==> config.mk <==
export PLATFORM = sky130hd
export DESIGN_NAME = srtf_scheduler_flat
export DESIGN_NICKNAME = d
export VERILOG_FILES = /design/src/hw/rtl/srtf_pkg.sv /design/src/hw/rtl/srtf_in_if.sv /design/src/hw/rtl/srtf_out_if.sv /design/src/hw/rtl/srtf_ram.sv /design/src/hw/rtl/srtf_scheduler.sv /design/src/flat_wrapper.sv
export SDC_FILE = /design/constraint.sdc
export NUM_CORES = 1
export LEC_CHECK = 0
export BUFFER_PORTS_ARGS = -buffer_cell sky130_fd_sc_hd__buf_4
export CORE_ASPECT_RATIO = 0.8
export CORE_MARGIN = 2
export CORE_UTILIZATION = 58
export DETAILED_ROUTE_END_ITERATION = 8
export GPL_TIMING_DRIVEN = 1
export MAX_ROUTING_LAYER = met4
export PLACE_DENSITY = 0.75
export SLEW_MARGIN = 5
export SYNTH_ARGS = -nofsm -noshare
export SYNTH_HDL_FRONTEND = slang
export SYNTH_SLANG_ARGS = --single-unit
export TNS_END_PERCENT = 1
==> constraint.sdc <==
create_clock -name clk -period 8.8 [get_ports clk]
set_clock_uncertainty 0.05 [all_clocks]
set_input_delay 0 -clock clk [delete_from_list [all_inputs] [get_ports clk]]
set_output_delay 0 -clock clk [all_outputs]
set_load 0.01 [all_outputs]
==> src/hw/rtl/srtf_pkg.sv <==
// Package for the SRTF scheduler: field widths, command codes, controller state type.
// No dependencies; compile first.
`default_nettype none

package srtf_pkg;

    localparam int TIME_W            = 16;  // time, arrival, burst and result widths
    localparam int SLOT_FIELD_W      = 4;   // slot fields on the channels
    localparam int PCOUNT_W          = 5;   // process_count register
    localparam int DEFAULT_MAX_PROCS = 16;

    localparam logic CMD_LOAD = 1'b0;
    localparam logic CMD_TICK = 1'b1;

    typedef enum logic [2:0] {
        ST_IDLE,
        ST_SCAN,
        ST_UPDATE,
        ST_CALC,
        ST_EMIT
    } state_t;

endpackage

`default_nettype wire

==> src/hw/rtl/srtf_in_if.sv <==
// Command channel of the SRTF scheduler: valid/ready plus one command item.
// Depends on srtf_pkg.
`default_nettype none

interface srtf_in_if;
    import srtf_pkg::*;

    logic                    valid;
    logic                    ready;
    logic                    command;
    logic [SLOT_FIELD_W-1:0] slot;
    logic [TIME_W-1:0]       arrival_time;
    logic [TIME_W-1:0]       burst_time;

    modport source (output valid, output command, output slot, output arrival_time,
                    output burst_time, input ready);
    modport sink   (input valid, input command, input slot, input arrival_time,
                    input burst_time, output ready);
endinterface

`default_nettype wire

==> src/hw/rtl/srtf_out_if.sv <==
// Result channel of the SRTF scheduler: valid/ready plus one result item.
// Depends on srtf_pkg.
`default_nettype none

interface srtf_out_if;
    import srtf_pkg::*;

    logic                    valid;
    logic                    ready;
    logic [SLOT_FIELD_W-1:0] running_slot;
    logic                    cpu_idle;
    logic                    context_switch;
    logic                    process_finished;
    logic [TIME_W-1:0]       current_time;
    logic [TIME_W-1:0]       waiting_time;
    logic [TIME_W-1:0]       turnaround_time;
    logic                    all_done;

    modport source (output valid, output running_slot, output cpu_idle,
                    output context_switch, output process_finished, output current_time,
                    output waiting_time, output turnaround_time, output all_done,
                    input ready);
    modport sink   (input valid, input running_slot, input cpu_idle,
                    input context_switch, input process_finished, input current_time,
                    input waiting_time, input turnaround_time, input all_done,
                    output ready);
endinterface

`default_nettype wire

==> src/hw/rtl/srtf_ram.sv <==
// Generic simple dual-port RAM: one write port, one read port, registered read data.
// No dependencies.
`default_nettype none

module srtf_ram #(
    parameter int WIDTH = 8,
    parameter int DEPTH = 16
) (
    input  wire logic                     clk,
    input  wire logic                     we,
    input  wire logic [$clog2(DEPTH)-1:0] waddr,
    input  wire logic [WIDTH-1:0]         wdata,
    input  wire logic [$clog2(DEPTH)-1:0] raddr,
    output logic      [WIDTH-1:0]         rdata
);

    logic [WIDTH-1:0] mem [DEPTH];

    always_ff @(posedge clk)
    begin
        if (we)
        begin
            mem[waddr] <= wdata;
        end
        rdata <= mem[raddr];
    end

endmodule

`default_nettype wire

==> src/hw/rtl/srtf_scheduler.sv <==
// Top level of the SRTF scheduler: controller, finished marks, time and result register.
// Depends on srtf_pkg, srtf_in_if, srtf_out_if and srtf_ram.
`default_nettype none

// Preemptive shortest-remaining-time-first scheduler. A load command (command 0) writes
// the arrival time and burst of one process slot and restarts it; a burst of 0 is taken
// as 1, and a slot at or above MAX_PROCS is ignored. A tick command (command 1) picks,
// among slots 0 to process_count-1 that are unfinished and have arrived, the one with
// the least remaining burst (lowest slot on a tie), runs it for one unit and advances
// the saturating time. Every command gives exactly one result transfer. A completing
// slot reports waiting and turnaround time; waiting time never goes below zero.
// process_count 0 acts as 1, above MAX_PROCS as MAX_PROCS; write it only while idle.
// Sequence: a load goes from its transfer straight to the result load and back to ready;
// a tick goes through the scan, the write-back, the turnaround time and the result load.
// The slot store has one RAM read port that visits one slot per cycle in the scan. The
// result load waits while an earlier result is still held. The result register holds a
// result while the next command is already taken.
// Slot data lives in one RAM word per slot {arrival, burst, remaining}; finished marks
// are flip-flops cleared by reset. No clearing pass is needed after reset.
module srtf_scheduler #(
    parameter int MAX_PROCS = srtf_pkg::DEFAULT_MAX_PROCS
) (
    input  wire logic                          clk,
    input  wire logic                          rst_n,
    input  wire logic                          cfg_we,
    input  wire logic [srtf_pkg::PCOUNT_W-1:0] cfg_wdata,
    srtf_in_if.sink                            items,
    srtf_out_if.source                         results
);
    import srtf_pkg::*;

    localparam int SLOT_W = $clog2(MAX_PROCS);
    localparam int WORD_W = 3 * TIME_W;
    localparam int CW     = (PCOUNT_W > SLOT_W + 1) ? PCOUNT_W : SLOT_W + 1;
    localparam int SCW    = (SLOT_FIELD_W > SLOT_W + 1) ? SLOT_FIELD_W : SLOT_W + 1;
    localparam logic [SLOT_W:0] NO_SLOT = (SLOT_W + 1)'(MAX_PROCS);

    // control state
    state_t                state_reg, state_next;
    logic [PCOUNT_W-1:0]   cfg_count_reg, cfg_count_next;
    logic [TIME_W-1:0]     time_now_reg, time_now_next;
    logic [SLOT_W:0]       last_slot_reg, last_slot_next;
    logic [MAX_PROCS-1:0]  fin_mark_reg, fin_mark_next;
    logic [SLOT_W-1:0]     cmp_idx_reg, cmp_idx_next;
    logic                  found_reg, found_next;
    logic                  is_tick_reg, is_tick_next;
    logic                  switch_reg, switch_next;
    logic                  finish_reg, finish_next;
    logic                  out_valid_reg, out_valid_next;

    // payload
    logic [SLOT_W-1:0]       best_idx_reg, best_idx_next;
    logic [TIME_W-1:0]       best_arr_reg, best_arr_next;
    logic [TIME_W-1:0]       best_bur_reg, best_bur_next;
    logic [TIME_W-1:0]       best_rem_reg, best_rem_next;
    logic [TIME_W-1:0]       turn_reg, turn_next;
    logic [SLOT_FIELD_W-1:0] out_slot_reg, out_slot_next;
    logic                    out_idle_reg, out_idle_next;
    logic                    out_switch_reg, out_switch_next;
    logic                    out_fin_reg, out_fin_next;
    logic [TIME_W-1:0]       out_time_reg, out_time_next;
    logic [TIME_W-1:0]       out_wait_reg, out_wait_next;
    logic [TIME_W-1:0]       out_turn_reg, out_turn_next;
    logic                    out_done_reg, out_done_next;

    // slot store port
    logic              ram_we;
    logic [SLOT_W-1:0] ram_waddr;
    logic [WORD_W-1:0] ram_wdata;
    logic [SLOT_W-1:0] ram_raddr;
    logic [WORD_W-1:0] ram_rdata;
    logic [TIME_W-1:0] rd_arr, rd_bur, rd_rem;

    logic [CW-1:0]        count_wide;
    logic [SLOT_W-1:0]    last_idx;
    logic [MAX_PROCS-1:0] done_mask;
    logic                 all_done_c;
    logic                 in_xfer;
    logic                 slot_ok;
    logic [SLOT_W-1:0]    slot_idx;
    logic [TIME_W-1:0]    load_bur;
    logic                 eligible, better;
    logic [TIME_W:0]      wait_diff;
    logic [TIME_W-1:0]    wait_c;
    logic                 tick_run;

    srtf_ram #(
        .WIDTH (WORD_W),
        .DEPTH (MAX_PROCS)
    ) u_slot_ram (
        .clk   (clk),
        .we    (ram_we),
        .waddr (ram_waddr),
        .wdata (ram_wdata),
        .raddr (ram_raddr),
        .rdata (ram_rdata)
    );

    assign rd_arr = ram_rdata[3*TIME_W-1 -: TIME_W];
    assign rd_bur = ram_rdata[2*TIME_W-1 -: TIME_W];
    assign rd_rem = ram_rdata[TIME_W-1:0];

    // Clamp the slot count to 1..MAX_PROCS and keep the index of the last slot in use.
    assign count_wide = CW'(cfg_count_reg);
    always_comb
    begin
        priority if (count_wide == '0)
        begin
            last_idx = '0;
        end
        else if (count_wide > CW'(MAX_PROCS))
        begin
            last_idx = SLOT_W'(MAX_PROCS - 1);
        end
        else
        begin
            last_idx = SLOT_W'(count_wide - CW'(1));
        end
    end

    // A slot past the last one in use counts as done.
    always_comb
    begin
        for (int i = 0; i < MAX_PROCS; i++)
        begin
            done_mask[i] = fin_mark_reg[i] || (SLOT_W'(i) > last_idx);
        end
    end
    assign all_done_c = &done_mask;

    assign items.ready = (state_reg == ST_IDLE);
    assign in_xfer     = items.valid && items.ready;
    assign slot_ok     = SCW'(items.slot) < SCW'(MAX_PROCS);
    assign slot_idx    = SLOT_W'(items.slot);
    assign load_bur    = (items.burst_time == '0) ? TIME_W'(1) : items.burst_time;

    // Scan compare for the entry whose read data is on the RAM output.
    assign eligible = !fin_mark_reg[cmp_idx_reg] && (rd_arr <= time_now_reg);
    assign better   = eligible && (!found_reg || (rd_rem < best_rem_reg));

    // Waiting time clamps at zero.
    assign wait_diff = {1'b0, turn_reg} - {1'b0, best_bur_reg};
    assign wait_c    = wait_diff[TIME_W] ? '0 : wait_diff[TIME_W-1:0];
    assign tick_run  = is_tick_reg && found_reg;

    always_comb
    begin
        state_next      = state_reg;
        cfg_count_next  = cfg_count_reg;
        time_now_next   = time_now_reg;
        last_slot_next  = last_slot_reg;
        fin_mark_next   = fin_mark_reg;
        cmp_idx_next    = cmp_idx_reg;
        found_next      = found_reg;
        is_tick_next    = is_tick_reg;
        switch_next     = switch_reg;
        finish_next     = finish_reg;
        out_valid_next  = out_valid_reg;
        best_idx_next   = best_idx_reg;
        best_arr_next   = best_arr_reg;
        best_bur_next   = best_bur_reg;
        best_rem_next   = best_rem_reg;
        turn_next       = turn_reg;
        out_slot_next   = out_slot_reg;
        out_idle_next   = out_idle_reg;
        out_switch_next = out_switch_reg;
        out_fin_next    = out_fin_reg;
        out_time_next   = out_time_reg;
        out_wait_next   = out_wait_reg;
        out_turn_next   = out_turn_reg;
        out_done_next   = out_done_reg;
        ram_we          = 1'b0;
        ram_waddr       = best_idx_reg;
        ram_wdata       = {best_arr_reg, best_bur_reg, best_rem_reg};
        ram_raddr       = '0;

        if (cfg_we)
        begin
            cfg_count_next = cfg_wdata;
        end

        // Drop the result once the sink takes it.
        if (results.ready)
        begin
            out_valid_next = 1'b0;
        end

        unique case (state_reg)
            ST_IDLE:
            begin
                // Read slot 0 now so the scan starts with data in the next cycle.
                ram_raddr = '0;
                if (in_xfer)
                begin
                    is_tick_next = (items.command == CMD_TICK);
                    if (items.command == CMD_TICK)
                    begin
                        cmp_idx_next = '0;
                        found_next   = 1'b0;
                        state_next   = ST_SCAN;
                    end
                    else
                    begin
                        if (slot_ok)
                        begin
                            ram_we                  = 1'b1;
                            ram_waddr               = slot_idx;
                            ram_wdata               = {items.arrival_time, load_bur, load_bur};
                            fin_mark_next[slot_idx] = 1'b0;
                        end
                        state_next = ST_EMIT;
                    end
                end
            end

            ST_SCAN:
            begin
                ram_raddr = cmp_idx_reg + SLOT_W'(1);
                if (better)
                begin
                    found_next    = 1'b1;
                    best_idx_next = cmp_idx_reg;
                    best_arr_next = rd_arr;
                    best_bur_next = rd_bur;
                    best_rem_next = rd_rem;
                end
                if (cmp_idx_reg == last_idx)
                begin
                    state_next = ST_UPDATE;
                end
                else
                begin
                    cmp_idx_next = cmp_idx_reg + SLOT_W'(1);
                end
            end

            ST_UPDATE:
            begin
                if (time_now_reg != '1)
                begin
                    time_now_next = time_now_reg + TIME_W'(1);
                end
                switch_next = 1'b0;
                finish_next = 1'b0;
                if (found_reg)
                begin
                    // Write back the chosen slot with one unit less to run.
                    switch_next    = ({1'b0, best_idx_reg} != last_slot_reg);
                    last_slot_next = {1'b0, best_idx_reg};
                    ram_we         = 1'b1;
                    ram_waddr      = best_idx_reg;
                    if (best_rem_reg <= TIME_W'(1))
                    begin
                        ram_wdata                   = {best_arr_reg, best_bur_reg, TIME_W'(0)};
                        fin_mark_next[best_idx_reg] = 1'b1;
                        finish_next                 = 1'b1;
                    end
                    else
                    begin
                        ram_wdata = {best_arr_reg, best_bur_reg,
                                     best_rem_reg - TIME_W'(1)};
                    end
                end
                state_next = ST_CALC;
            end

            ST_CALC:
            begin
                // Completion is the time after the tick.
                turn_next  = time_now_reg - best_arr_reg;
                state_next = ST_EMIT;
            end

            ST_EMIT:
            begin
                if (!out_valid_reg || results.ready)
                begin
                    out_valid_next  = 1'b1;
                    out_slot_next   = tick_run ? SLOT_FIELD_W'(best_idx_reg) : '0;
                    out_idle_next   = is_tick_reg && !found_reg;
                    out_switch_next = tick_run && switch_reg;
                    out_fin_next    = tick_run && finish_reg;
                    out_time_next   = time_now_reg;
                    out_wait_next   = (tick_run && finish_reg) ? wait_c : '0;
                    out_turn_next   = (tick_run && finish_reg) ? turn_reg : '0;
                    out_done_next   = all_done_c;
                    state_next      = ST_IDLE;
                end
            end

            default:
            begin
                state_next = ST_IDLE;
            end
        endcase
    end

    always_ff @(posedge clk or negedge rst_n)
    begin
        if (!rst_n)
        begin
            state_reg     <= ST_IDLE;
            cfg_count_reg <= PCOUNT_W'(1);
            time_now_reg  <= '0;
            last_slot_reg <= NO_SLOT;
            fin_mark_reg  <= '0;
            cmp_idx_reg   <= '0;
            found_reg     <= 1'b0;
            is_tick_reg   <= 1'b0;
            switch_reg    <= 1'b0;
            finish_reg    <= 1'b0;
            out_valid_reg <= 1'b0;
        end
        else
        begin
            state_reg     <= state_next;
            cfg_count_reg <= cfg_count_next;
            time_now_reg  <= time_now_next;
            last_slot_reg <= last_slot_next;
            fin_mark_reg  <= fin_mark_next;
            cmp_idx_reg   <= cmp_idx_next;
            found_reg     <= found_next;
            is_tick_reg   <= is_tick_next;
            switch_reg    <= switch_next;
            finish_reg    <= finish_next;
            out_valid_reg <= out_valid_next;
        end
    end

    always_ff @(posedge clk)
    begin
        best_idx_reg   <= best_idx_next;
        best_arr_reg   <= best_arr_next;
        best_bur_reg   <= best_bur_next;
        best_rem_reg   <= best_rem_next;
        turn_reg       <= turn_next;
        out_slot_reg   <= out_slot_next;
        out_idle_reg   <= out_idle_next;
        out_switch_reg <= out_switch_next;
        out_fin_reg    <= out_fin_next;
        out_time_reg   <= out_time_next;
        out_wait_reg   <= out_wait_next;
        out_turn_reg   <= out_turn_next;
        out_done_reg   <= out_done_next;
    end

    assign results.valid            = out_valid_reg;
    assign results.running_slot     = out_slot_reg;
    assign results.cpu_idle         = out_idle_reg;
    assign results.context_switch   = out_switch_reg;
    assign results.process_finished = out_fin_reg;
    assign results.current_time     = out_time_reg;
    assign results.waiting_time     = out_wait_reg;
    assign results.turnaround_time  = out_turn_reg;
    assign results.all_done         = out_done_reg;

    // A completing write-back marks the slot finished.
    a_finish_marks: assert property (@(posedge clk) disable iff (!rst_n)
        (state_reg == ST_UPDATE && found_reg && best_rem_reg <= TIME_W'(1))
        |=> fin_mark_reg[best_idx_reg])
        else $error("finished slot not marked");

    // Time never moves backward.
    a_time_monotonic: assert property (@(posedge clk) disable iff (!rst_n)
        time_now_reg >= $past(time_now_reg))
        else $error("time went backward");

    // The scan stays within the slots in use.
    a_scan_range: assert property (@(posedge clk) disable iff (!rst_n)
        (state_reg == ST_SCAN) |-> (cmp_idx_reg <= last_idx))
        else $error("scan index past last slot in use");

    // An idle tick neither switches nor completes a slot.
    a_idle_result: assert property (@(posedge clk) disable iff (!rst_n)
        (results.valid && results.cpu_idle)
        |-> (!results.process_finished && !results.context_switch))
        else $error("idle result with run flags");

    // Waiting time never exceeds turnaround time.
    a_wait_le_turn: assert property (@(posedge clk) disable iff (!rst_n)
        (results.valid && results.process_finished)
        |-> (results.turnaround_time >= results.waiting_time))
        else $error("waiting time above turnaround time");

endmodule

`default_nettype wire

==> src/flat_wrapper.sv <==
// flat-port wrapper written by rule: the top's interface ports become plain ports
module srtf_scheduler_flat import srtf_pkg::*;
#(
    parameter int MAX_PROCS = srtf_pkg::DEFAULT_MAX_PROCS
)
  (clk, rst_n, cfg_we, cfg_wdata, items_valid, items_command, items_slot, items_arrival_time, items_burst_time, items_ready, results_valid, results_running_slot, results_cpu_idle, results_context_switch, results_process_finished, results_current_time, results_waiting_time, results_turnaround_time, results_all_done, results_ready);
  srtf_in_if items_i ();
  srtf_out_if results_i ();
  input  wire logic clk;
  input  wire logic rst_n;
  input  wire logic cfg_we;
  input  wire logic [srtf_pkg::PCOUNT_W-1:0] cfg_wdata;
  input wire logic [$bits(items_i.valid)-1:0] items_valid;
  input wire logic [$bits(items_i.command)-1:0] items_command;
  input wire logic [$bits(items_i.slot)-1:0] items_slot;
  input wire logic [$bits(items_i.arrival_time)-1:0] items_arrival_time;
  input wire logic [$bits(items_i.burst_time)-1:0] items_burst_time;
  output wire logic [$bits(items_i.ready)-1:0] items_ready;
  output wire logic [$bits(results_i.valid)-1:0] results_valid;
  output wire logic [$bits(results_i.running_slot)-1:0] results_running_slot;
  output wire logic [$bits(results_i.cpu_idle)-1:0] results_cpu_idle;
  output wire logic [$bits(results_i.context_switch)-1:0] results_context_switch;
  output wire logic [$bits(results_i.process_finished)-1:0] results_process_finished;
  output wire logic [$bits(results_i.current_time)-1:0] results_current_time;
  output wire logic [$bits(results_i.waiting_time)-1:0] results_waiting_time;
  output wire logic [$bits(results_i.turnaround_time)-1:0] results_turnaround_time;
  output wire logic [$bits(results_i.all_done)-1:0] results_all_done;
  input wire logic [$bits(results_i.ready)-1:0] results_ready;
  assign items_i.valid = items_valid;
  assign items_i.command = items_command;
  assign items_i.slot = items_slot;
  assign items_i.arrival_time = items_arrival_time;
  assign items_i.burst_time = items_burst_time;
  assign items_ready = items_i.ready;
  assign results_valid = results_i.valid;
  assign results_running_slot = results_i.running_slot;
  assign results_cpu_idle = results_i.cpu_idle;
  assign results_context_switch = results_i.context_switch;
  assign results_process_finished = results_i.process_finished;
  assign results_current_time = results_i.current_time;
  assign results_waiting_time = results_i.waiting_time;
  assign results_turnaround_time = results_i.turnaround_time;
  assign results_all_done = results_i.all_done;
  assign results_i.ready = results_ready;
  srtf_scheduler #(.MAX_PROCS(MAX_PROCS)) u_core (.clk(clk), .rst_n(rst_n), .cfg_we(cfg_we), .cfg_wdata(cfg_wdata), .items(items_i), .results(results_i));
endmodule
# == Yosys cells after proc, flatten, opt, wreduce, memory -nomap -nowiden ==
# Memory sizes are Yosys's and may differ from the RTL's. A register that Yosys moved wholly into a read port is not among the register bits.
# Index checks and enable logic that the tools add are counted.
# W data, S select, Z words.
# totals
output_inout_bits,58
ram_bits,768
memories,1
wordCells,170
inputBits,47
regBits,178
# op_classes
add_sub_neg,6
n_mux,48
reduce_logical,46
n_eq_ne,16
magnitude_cmp,25
n_bitwise,4
# mem_list
memory,words,word_bits,read_ports,rd_clocked_by_memory_dff,wr,line_no,source
u_core.u_slot_ram.mem,16,48,1,1,1,srtf_ram.sv:17,logic [WIDTH-1:0] mem [DEPTH];
# op_table
operator,count
$mux W16,7
$mux W48,2
$pmux W48 S2,1
$mux W4,9
$gt A4 B4 Y1 const A,8
$pmux W16 S2,1
$logic_or A1 B1 Y1,18
$mux W1,17
$sub A16 B16 Y17,1
$add A16 B1 Y16 const B,1
$and A16 B16 Y16,1
$gt A3 B4 Y1 const A,4
$le A16 B1 Y1 const B,1
$le A16 B16 Y1,1
$logic_not A16 Y1,1
$lt A16 B16 Y1,1
$ne A16 B16 Y1 const B,1
$not A16 Y16,1
$or A16 B16 Y16,1
$reduce_and A16 Y1,1
$sub A16 B1 Y16 const B,1
$sub A16 B16 Y16,1
$lt A4 B5 Y1 const B,3
$pmux W3 S5,1
29 further kinds,61

# == Depth between registers and ports, before layout ==
# logic_depth
depth_word,9
mapped_depth,11
depth_no_buf,9

# == Cells and area by module ==
# A second synthesis with hierarchy kept.
# hier_totals
cells_unflattened,2201
area_unflattened_um2,39736.9
# by_module_without_submodules
mod,cells_per_inst,area_each_um2,instances,seq_area_each_um2
srtf_ram,1242,29691.0,1,24023.0
srtf_scheduler,959,10045.9,1,5077.4

# == Worst setup path before layout ==
# OpenSTA, ideal clock, no wires.
# synth_path
path_type,reg2reg
from,reg u_core.time_now_reg[9]
to,"reg u_core.best_arr_reg[0], enable pin"
path_stages_with_launch,8
path_slack_ns,1.615
n_path_buf,0
t_arrival_ns,6.542
setup_ns,0.594
t_required_ns,8.156
period_less_slack_ns,7.185
cell_sequence,dfrtp_1 -> inv_1 -> ha_1 -> a21o_1 -> a221o_1 -> a221oi_1 -> nor2_1 -> nor4_1
# synth_via
elab_chain_cells,4
# synth_lines
element,line_no,source
"start, declared",srtf_scheduler.sv:41,"logic [TIME_W-1:0] time_now_reg, time_now_next;"
"start signal, assigned",srtf_scheduler.sv:318,time_now_reg <= time_now_next;
$le A16 B16 Y1,srtf_scheduler.sv:138,assign eligible = !fin_mark_reg[cmp_idx_reg] && (rd_arr <= time_now_reg);
$logic_and A1 B1 Y1,srtf_scheduler.sv:138,
$logic_and A1 B1 Y1,srtf_scheduler.sv:139,assign better = eligible && (!found_reg || (rd_rem < best_rem_reg));
$reduce_and A2 Y1 (no line),-,
"end signal, assigned",srtf_scheduler.sv:333,best_arr_reg <= best_arr_next;
"end, declared",srtf_scheduler.sv:53,"logic [TIME_W-1:0] best_arr_reg, best_arr_next;"
# No other way between the ends.
# A chain may end at the register's enable or synchronous reset.

# == Worst setup path in the final report ==
# layout_path
from,reg u_core.cmp_idx_reg[0]
to,"reg u_core.u_slot_ram.rdata[22], read port of u_core.u_slot_ram.mem"
# layout_via
elab_chain_cells,2
# layout_lines
element,line_no,source
"start, declared",srtf_scheduler.sv:44,"logic [SLOT_W-1:0] cmp_idx_reg, cmp_idx_next;"
"start signal, assigned",srtf_scheduler.sv:321,cmp_idx_reg <= cmp_idx_next;
$add A4 B1 Y4,srtf_scheduler.sv:218,ram_raddr = cmp_idx_reg + SLOT_W'(1);
$mux W4,srtf_scheduler.sv:188,unique case (state_reg)
"end, declared",srtf_ram.sv:14,output logic [WIDTH-1:0] rdata
# No other way between the ends.

==> flow_metrics.py <==
metrics = {
    "finish": {
        "final_cell_mix": "edfxtp_1, nand2_1, a211oi_1",
        "final_net_count": 3316,
        "utilization_pct": 66.4,
        "largest_reg_flops": 768,
        "drive_gt1_share_pct": 11.6,
        "final_cell_area_um2": 46900,
        "regMostFlops": "u_core.u_slot_ram.mem",
        "reg_top3": "u_core.u_slot_ram.mem: 768 flops, u_core.u_slot_ram.rdata: 48 flops",
        "final_common_cell": "edfxtp_1",
        "seqCellArea_um2": 29100,
        "multi_input_area_um2": 11400,
        "fin_cells": 4212,
        "areaGrowthSynthToFinish_pct": 13.2,
        "n_fill_cell": 4776,
    },
    "setup_path": {
        "crit_cells": 7,
        "critPathCaptureType": "register",
        "cpPeakStageDelay_ns": 0.92,
        "arrival_ns": 4.81,
        "cpLargestDelayFamily": "buffers and inverters",
        "slowest_stage": "or2_4",
        "path_buf_inv": 2,
        "crit_chain": "buf_4 > or2_4 > buf_4 > nand2_1 > a311oi_1 > a211oi_1 > a21oi_1",
        "crit_path_start_kind": "register",
        "critPathKind": "reg2reg",
        "critPathRequiredTime_ns": 9.32,
        "reg2reg_depth": 7,
        "worst_path_most_repeated_cell": "buf_4",
        "crit_fanout": 89,
    },
    "sta": {
        "min_period_ns": 4.29,
        "period_share_pct": 48.7,
        "rsz0062_at_grt": "no",
        "tightest_slew_ns": 1.30,
        "fmax_mhz": 233,
        "fin_setup_tns_ns": 0,
        "drv_slew": 0,
        "setup_viol": 0,
        "relSlewSlack_pct": 12.8,
        "hold_viol_final": 0,
    },
    "synth": {
        "synth_area_um2": 41400,
        "synthCells": 3071,
        "synth_edf_count": 892,
        "yosys_most_used_dff": "edfxtp_1",
        "async_reset_ff_share_pct": 5.43,
        "ys_ff_latch": 994,
        "yosys_warnings": 0,
        "synth_nets": 3187,
        "ys_seq_area_share_pct": 70.3,
        "ys_types": 84,
        "syn_area_per_cell_um2": 13.5,
    },
    "global_routing": {
        "first_global_vias": 26100,
        "grt_overflow_total": 0,
        "grt_max_degree": 200,
        "grt_pass1_wl_um": 159000,
        "antenna_found_initial": 1,
        "grt_util_all_layers_pct": 29.6,
    },
    "routing": {
        "first_pass_iters": 5,
        "drtIter0Drc": 3438,
        "drt_wl_total_um": 106000,
        "num_vias": 27100,
        "wl_per_cell_um": 25.1,
        "final_antenna_net_count": 0,
        "vias_per_cell": 6.43,
        "drc": 0,
    },
    "flow_run": {
        "maxCapViolations": 0,
    },
    "die": {
        "core.rowCount": 87,
        "ios": 105,
        "fp.dieH_um": 243,
        "core_um2": 70500,
        "start_util_pct": 58.7,
        "dieArea_um2": 73600,
        "die-width_um": 303,
    },
    "clocking": {
        "clockBufferDepth": 3,
        "cts_htree_levels": 3,
        "clkLatencyLatePin_ns": 0.66,
        "cts_root_buf": "clkbuf_16",
        "cts_setup_buffers": 0,
        "cts_buffers": 94,
        "cts_tree": "yes",
        "cts.sinks": 994,
        "clk_pin_slew_ns": 0.06,
    },
    "worst_hold_path": {
        "hold_depth": 3,
        "worstHoldPathType": "in2reg",
    },
    "placement": {
        "port_buffers": 104,
        "dpl.hpwl_um": 58400,
        "postPlaceCellArea_um2": 43300,
        "dp_cells": 3990,
        "gp_congestion": 0.942,
    },
    "power": {
        "vdd_drop_max_v": 0.000389,
        "leakage_nw": 15.8,
        "power.density_nw_per_um2": 319,
    },
    "run_status": {
        "outcome": "finished clean",
    },
}
[routing by layer]
metal  part of all wire, %  track usage [%]  vias up
li1                      -                -    12000
met1                    41             41.4    13300
met2                    46             44.0     1515
met3                   9.8             4.79      239
met4                   3.6             11.2        0
met5                     0                -        -
[synth_stat cells, types with 41 or more instances]
| library cell | instances | area (um^2) |
|---|---|---|
| clkbuf_1 | 133 | 499 |
| nand2_1 | 465 | 1750 |
| ha_1 | 67 | 838 |
| buf_2 | 44 | 220 |
| nor2b_1 | 207 | 1290 |
| inv_1 | 80 | 300 |
| dfxtp_1 | 48 | 961 |
| a31oi_1 | 102 | 638 |
| a311oi_1 | 97 | 850 |
| nor2_1 | 67 | 251 |
| dfrtp_1 | 52 | 1300 |
| o21ai_0 | 89 | 445 |
| a21oi_1 | 125 | 626 |
| xnor2_1 | 41 | 359 |
| edfxtp_1 | 892 | 26800 |
| a211oi_1 | 248 | 1860 |
[cells by family after synthesis]
| group | share of synthesized area (%) |
|---|---|
| multiplexers | 0.574 |
| AND/OR/NAND/NOR | 10.5 |
| buffers and inverters | 2.59 |
| adder cells (fa/ha/maj) | 2.15 |
| AO/OA/AOI/OAI | 12.9 |
| flip-flops | 70.3 |
| XOR/XNOR | 0.994 |
[final timing paths]
| check | end | slack, ns | startpoint |
|---|---|---|---|
| setup / recovery | u_core.u_slot_ram.rdata[22] | 4.51 | u_core.cmp_idx_reg[0] |
| hold / removal | u_core.u_slot_ram.mem[14][10] | 0.07 | items_burst_time[10] |
| min in group asynchronous | u_core.cfg_count_reg[0] | 0.41 | rst_n |
| setup reg to reg | u_core.u_slot_ram.rdata[22] | 4.51 | u_core.cmp_idx_reg[0] |
| hold reg to reg | u_core.best_bur_reg[14] | 0.35 | u_core.u_slot_ram.rdata[30] |
| max in group asynchronous | u_core.cmp_idx_reg[0] | 7.94 | rst_n |
[worst min-delay path: stages]
cell	delay (ns)
buf_4	0.11
nand2_1	0.13
o221ai_2	0.32
[power by group]
part	switching (W)	internal (W)	total (W)
registers	0.000299	0.00586	0.00616
logic	0.00328	0.00152	0.00480
clock network	0.00174	0.00224	0.00398
total	0.00532	0.00962	0.0149
[final cells by class]
cell class	count	area share (%)
Sequential cell	994	62.1
Multi-Input combinational cell	1809	24.4
Clock buffer	116	5.33
Timing Repair Buffer	221	3.89
Tap cell	934	2.49
Clock inverter	57	1.15
Inverter	80	0.641
Antenna cell	1	0.00534
[stage by stage]
stage          setup slack (ns)  hold slack [ns]  power (W)
2_1_floorplan              1.61           -0.346    0.00946
3_3_place_gp               4.66           0.0482     0.0107
3_5_place_dp               4.55           0.0517     0.0109
4_1_cts                    4.55           0.0305     0.0149
5_1_grt                    4.24           0.0402     0.0156
6_report                   4.51           0.0654     0.0149
[repair_timing]
| action | 4_1_cts | 5_1_grt |
|---|---|---|
| endpoints found under the setup margin | 0 | 0 |
| gates resized for setup | 0 | 0 |
| hold endpoints to repair | 415 | 16 |
| hold buffers | 46 | 1 |
(Power assumes the default switching activity.)
